--- src/design/ncs_pkg.sv ---
// Shared types, constants and handshake structs of the nearest-centroid search block.
`default_nettype none

package ncs_pkg;

    // Store geometry and sample format
    localparam int MAX_CENTROIDS = 256;
    localparam int MAX_DIMS      = 64;
    localparam int SAMPLE_BITS   = 16;
    localparam int DIST_BITS     = 38;

    localparam int CENT_IDX_W  = $clog2(MAX_CENTROIDS);
    localparam int CENT_CNT_W  = $clog2(MAX_CENTROIDS + 1);
    localparam int DIM_IDX_W   = (MAX_DIMS > 1) ? $clog2(MAX_DIMS) : 1;
    localparam int DIM_CNT_W   = $clog2(MAX_DIMS + 1);
    localparam int STORE_DEPTH = MAX_CENTROIDS << DIM_IDX_W;
    localparam int STORE_AW    = CENT_IDX_W + DIM_IDX_W;
    localparam int PROD_W      = 2 * SAMPLE_BITS;

    // Fixed field widths of the stream words
    localparam int CIDX_W       = 8;
    localparam int EIDX_W       = 6;
    localparam int CENT_CFG_W   = 9;
    localparam int DIMS_CFG_W   = 7;
    localparam int CFG_DATA_W   = 9;
    localparam int CFG_IDX_W    = 1;
    localparam int IN_TDATA_W   = 32;
    localparam int OUT_TDATA_W  = 48;
    localparam int OUT_FIELDS_W = 8 + DIST_BITS;

    localparam logic [CENT_CFG_W-1:0] CENT_CFG_RESET = CENT_CFG_W'(256);
    localparam logic [DIMS_CFG_W-1:0] DIMS_CFG_RESET = DIMS_CFG_W'(64);

    typedef enum logic [0:0] {
        OP_LOAD  = 1'b0,
        OP_QUERY = 1'b1
    } ncs_op_t;

    typedef enum logic [CFG_IDX_W-1:0] {
        REG_CENTROIDS = 1'b0,
        REG_DIMS      = 1'b1
    } ncs_reg_t;

    typedef enum logic [1:0] {
        ST_IDLE,
        ST_RUN,
        ST_DRAIN,
        ST_REPORT
    } ncs_state_t;

    typedef struct packed {
        logic load_we;   // write the offered element into the centroid store
        logic start;     // latch a query element and rewind the centroid counter
        logic clear;     // restart all running sums
        logic step;      // issue the current centroid into the pipeline
        logic out_load;  // copy the best match into the output register
    } ncs_cmd_t;

    typedef struct packed {
        logic last_k;      // the current centroid is the last active one
        logic pipe_empty;  // no centroid left in flight
        logic report;      // the latched element was marked last
    } ncs_status_t;

endpackage

`default_nettype wire

--- src/design/ncs_ctrl.sv ---
// Sequencer of the nearest-centroid search: input handshake, pass control, output word.
`default_nettype none

module ncs_ctrl
    import ncs_pkg::*;
(
    input  wire logic        clk,
    input  wire logic        rst_n,
    input  wire logic        s_tvalid,
    output logic             s_tready,
    input  wire logic        is_query,
    input  wire logic        elem_zero,
    output logic             m_tvalid,
    input  wire logic        m_tready,
    input  wire ncs_status_t status,
    output ncs_cmd_t         cmd
);

    ncs_state_t state_reg, state_next;
    logic       out_valid_reg, out_valid_next;
    logic       accept;

    always_ff @(posedge clk or negedge rst_n)
    begin
        if (!rst_n)
        begin
            state_reg     <= ST_IDLE;
            out_valid_reg <= 1'b0;
        end
        else
        begin
            state_reg     <= state_next;
            out_valid_reg <= out_valid_next;
        end
    end

    assign s_tready = (state_reg == ST_IDLE);
    assign accept   = s_tvalid && s_tready;
    assign m_tvalid = out_valid_reg;

    always_comb
    begin
        state_next   = state_reg;
        cmd          = '0;
        cmd.load_we  = accept && !is_query;
        unique case (state_reg)
            ST_IDLE:
            begin
                if (accept && is_query)
                begin
                    cmd.start  = 1'b1;
                    cmd.clear  = elem_zero;
                    state_next = ST_RUN;
                end
            end
            ST_RUN:
            begin
                cmd.step = 1'b1;
                if (status.last_k)
                begin
                    state_next = ST_DRAIN;
                end
            end
            ST_DRAIN:
            begin
                if (status.pipe_empty)
                begin
                    state_next = status.report ? ST_REPORT : ST_IDLE;
                end
            end
            ST_REPORT:
            begin
                // hold until the output register is free or being taken
                if (!out_valid_reg || m_tready)
                begin
                    cmd.out_load = 1'b1;
                    state_next   = ST_IDLE;
                end
            end
            default:
            begin
                state_next = ST_IDLE;
            end
        endcase

        if (cmd.out_load)
        begin
            out_valid_next = 1'b1;
        end
        else if (m_tready)
        begin
            out_valid_next = 1'b0;
        end
        else
        begin
            out_valid_next = out_valid_reg;
        end
    end

endmodule

`default_nettype wire

--- config.mk ---
export PLATFORM = sky130hd
export DESIGN_NAME = ncs_ctrl
export DESIGN_NICKNAME = d
export VERILOG_FILES = /design/src/design/ncs_pkg.sv /design/src/design/ncs_ctrl.sv
export SDC_FILE = /design/constraint.sdc
export NUM_CORES = 1
export LEC_CHECK = 0
export ABC_CLOCK_PERIOD_IN_PS = 2500
export CORE_AREA = 2 2 39 41
export DETAILED_ROUTE_END_ITERATION = 8
export DIE_AREA = 0 0 41 43
export DONT_BUFFER_PORTS = 1
export SYNTH_ARGS = -nofsm -noshare
export SYNTH_HDL_FRONTEND = slang
export SYNTH_SLANG_ARGS = --single-unit
--- constraint.sdc ---
create_clock -name clk -period 2.5 [get_ports clk]
set_input_delay 0 -clock clk [delete_from_list [all_inputs] [get_ports clk]]
set_output_delay 0 -clock clk [all_outputs]
set_load 0.1 [all_outputs]
Word level (Yosys, flattened, before mapping)
Index checks and enable logic that the tools add are counted.
Word-level totals
  register bits after elaboration: 3
  input bits: 9
  output and inout port bits: 7
Operators by class
  eq/ne operators: 7
  mux-type cells: 13
  reduce and logical (&&, ||, !) cells: 9
Operator list (number)
  $mux 2: 7
  $pmux 2 s4: 1
  $ne 2x2->1 const B: 3
  $mux 1: 5
  $eq 2x2->1 const B: 2
  $reduce_and 4->1: 1
  $logic_and 1x1->1: 3
  $eq 2x1->1 const B: 1
  $logic_not 1->1: 2
  $logic_not 2->1: 1
  $ne 2x1->1 const B: 1
  $reduce_bool 2->1: 1
  $logic_or 1x1->1: 1

Depth between registers and ports, before layout
  depth in word-level cells: 5
  depth in mapped cells: 3

Worst setup path after synthesis
Ideal clock, no wire load.
  path kind: register -> output
  from: register state_reg[0]
  to: output port cmd[4] (netlist bit)
  arrival time: 3.591 ns
  required time: 2.500 ns
  path slack: -1.090 ns
  stages on the path, launching flop included: 2
  path buffers: 0
  cells stage by stage: dfrtp_1 > nor4b_1
RTL lines
  start, declared: line ncs_ctrl.sv:19  | ncs_state_t state_reg, state_next;
  start signal, assigned: line ncs_ctrl.sv:32  | state_reg <= state_next;
  end, declared: line ncs_ctrl.sv:16  | output ncs_cmd_t cmd

Worst setup path in the final report
  from: register state_reg[1]
  to: register state_reg[1]
On the way
  longest elaborated chain between the ends: 5
  elaborated cells on any way between the ends: 12
  those cells by class: 7 x eq/ne; 1 x mux; 4 x reduce/logical
RTL lines
  $logic_not 2->1: line ncs_ctrl.sv:37, ncs_ctrl.sv:46
  $logic_and 1x1->1: line ncs_ctrl.sv:38  | assign accept = s_tvalid && s_tready;
  $logic_and 1x1->1: line ncs_ctrl.sv:49  | if (accept && is_query)
  $ne 2x1->1 (no source line)
  $reduce_and 4->1 (no source line)
Parallel ways exist; a longest one is shown, timed or not.
A chain may end at the register's enable or synchronous reset.

==> results.md <==
- Worst-case reg-to-reg path depth: 5
- H-tree depth: 1
- Crit end category: flop
- Fin crit period: 1.81 ns
- RSZ-0062 raised after global routing: no
- Area after DPL: 282 sq um
- Die area: 1760 sq um
- Iter 0 DRT Violations: 6
- Post-Syn Nets: 30
- Fill count: 157
- Synth area leader: dfrtp_1
- Vias in the first global route: 181
- GP Congestion: 0.633
- Final Slew Violations: 0
- FF+latch area: 75.1 sq um
- Max-cap violation count: 0
- Top cell type's share of synthesized area: 0.387
- Final Setup Violations: 0
- Pin count of the biggest net entering global routing: 8
- WP data required: 2.61 ns
- Die H: 43 microns
- Pre-antenna DRT Iters: 3
- Mapped Cells: 21
- Main area contributors after synthesis: dfrtp_1 (39%), nand2b_1 (9.7%), nand4b_1 (9.0%)
- Worst skew pair latency: 0.23 ns
- Initial Utilization: 0.140
- Most frequent cells in the layout: buf_4 (7), dlygate4sd3_1 (6), nand2b_1 (3), clkbuf_4 (3), dfrtp_1 (3)
- Worst Setup Start Kind: flop
- Slew headroom: 0.792
- Final instance area: 368 sq um
- Global-route wire length before repair: 759 microns
- Area growth syn-to-layout: 89.7%
- CTS Buf Count: 3
- Final WL: 516 microns
- Root Buffer: clkbuf_4
- DR vias/cell: 4.06
- Most common cell after layout, fill and taps aside: buf_4
- Core area: 1380 sq um
- Status: finished, final reports clean
- CTS tree: built
- Dpl hpwl: 374 microns
- Fin crit share: 0.726
- Hold WC Path Type: in -> async
- Endpoints failing hold: 0
- Clock slew at reported path FFs: 0.04 ns
- Input/output buffers: 0
- Largest register FFs: 2
- Final TNS setup: 0 ns
- CP arrival: 1.93 ns
- Routed len/inst: 9.74 microns
- Crit-path max FO: 7
- Worst slew pin tran: 0.311 ns
- Syn_area_per_cell: 9.24 sq um
- Drt drc: 0
- Antenna violations before repair: 0
- Longest Clk Path Bufs: 2
- Max Fclk: 0.551 GHz
- Share of cells above drive strength 1: 0.378
- Mapped cell area: 194 sq um
- Total gr overflow: 0
- #FFs+latches synth: 3
- Ys Warns: 0
- Final #Nets: 47
- Antenna-violating nets left: 0
- Clock sink total: 3
- Via Count: 215
- Area of the multi-input gates: 134 sq um
- Die W: 41 microns
- Cell Rows: 14
- Post-synth cell types: 14
- Sequential area share after synthesis: 0.387
- Antenna fix cells: 0
- Crit Path Class: reg -> reg
- Clk_skew: 0.00124 ns
- Total track usage: 0.0765
- Ports: 16
==> Yosys cell counts <==
library cell  number
nor2_2             1
and3_4             1
and2_1             1
nand3b_1           1
nand3_1            2
nor4b_1            1
nor2b_1            1
dfrtp_1            3
nor2_1             1
nand2b_1           3
nand2_1            2
and2b_1            1
nand4b_1           2
buf_4              1
==> routing by layer <==
layer  track usage  wire length [microns]  vias to the layer above
met1        0.0680                    212                       92
met4         0.120                     34                        0
li1              -                      -                      103
met5             0                      0                        -
met3        0.0524                     61                        4
met2        0.0844                    206                       16
==> timing repair <==
action | CTS | global route
gates resized for setup | 0 | 0
buffers inserted | 0 | 0
endpoints found under the hold margin | 6 | 0
hold buffers | 6 | 0
==> through the flow <==
| stage | std cells | setup slack, ns | utilization | hold WS [ns] |
|---|---|---|---|---|
| 2_1_floorplan | 21 | 0.235 | - | -0.296 |
| 3_5_place_dp | 43 | 1.18 | 0.203 | -0.295 |
| 5_1_grt | 53 | 0.609 | 0.266 | 0.0168 |
| 3_3_place_gp | 43 | 1.21 | 0.203 | -0.296 |
| 4_1_cts | 53 | 0.685 | 0.266 | 0.0121 |
| 6_report | 53 | 0.686 | 0.266 | 0.0203 |
==> logic make-up after synthesis <==
logic type             share of synthesized area
buffers and inverters                     0.0387
DFF                                        0.387
and+or+nand+nor                            0.574
==> critical path, stage by stage, from the launching register on <==
cell and delay, ns:
dfrtp_1 0.51, and2b_1 0.22, buf_4 0.23, nand2_1 0.11
nand3_1 0.07, dlygate4sd3_1 0.55
==> final cells by class <==
type,count,area share
multi-input cells,17,0.364
well taps,16,0.0544
clock buffers,4,0.0714
repair buffers,13,0.306
flip-flops and latches,3,0.204
==> worst paths after layout <==
| check | start | endpoint | slack, ns |
|---|---|---|---|
| max in group asynchronous | rst_n | state_reg[0] | 2.33 |
| worst min register to register | state_reg[0] | m_tvalid | 0.72 |
| min in group clk | status[2] | state_reg[0] | 0.03 |
| worst max-delay path | state_reg[1] | state_reg[1] | 0.69 |
| worst min-delay path | rst_n | m_tvalid | 0.02 |
| worst max register to register | state_reg[1] | state_reg[1] | 0.69 |
Power is left out: the tool's default activity adds up to more than one toggle a clock period on the data nets, which glitch-free logic cannot reach.
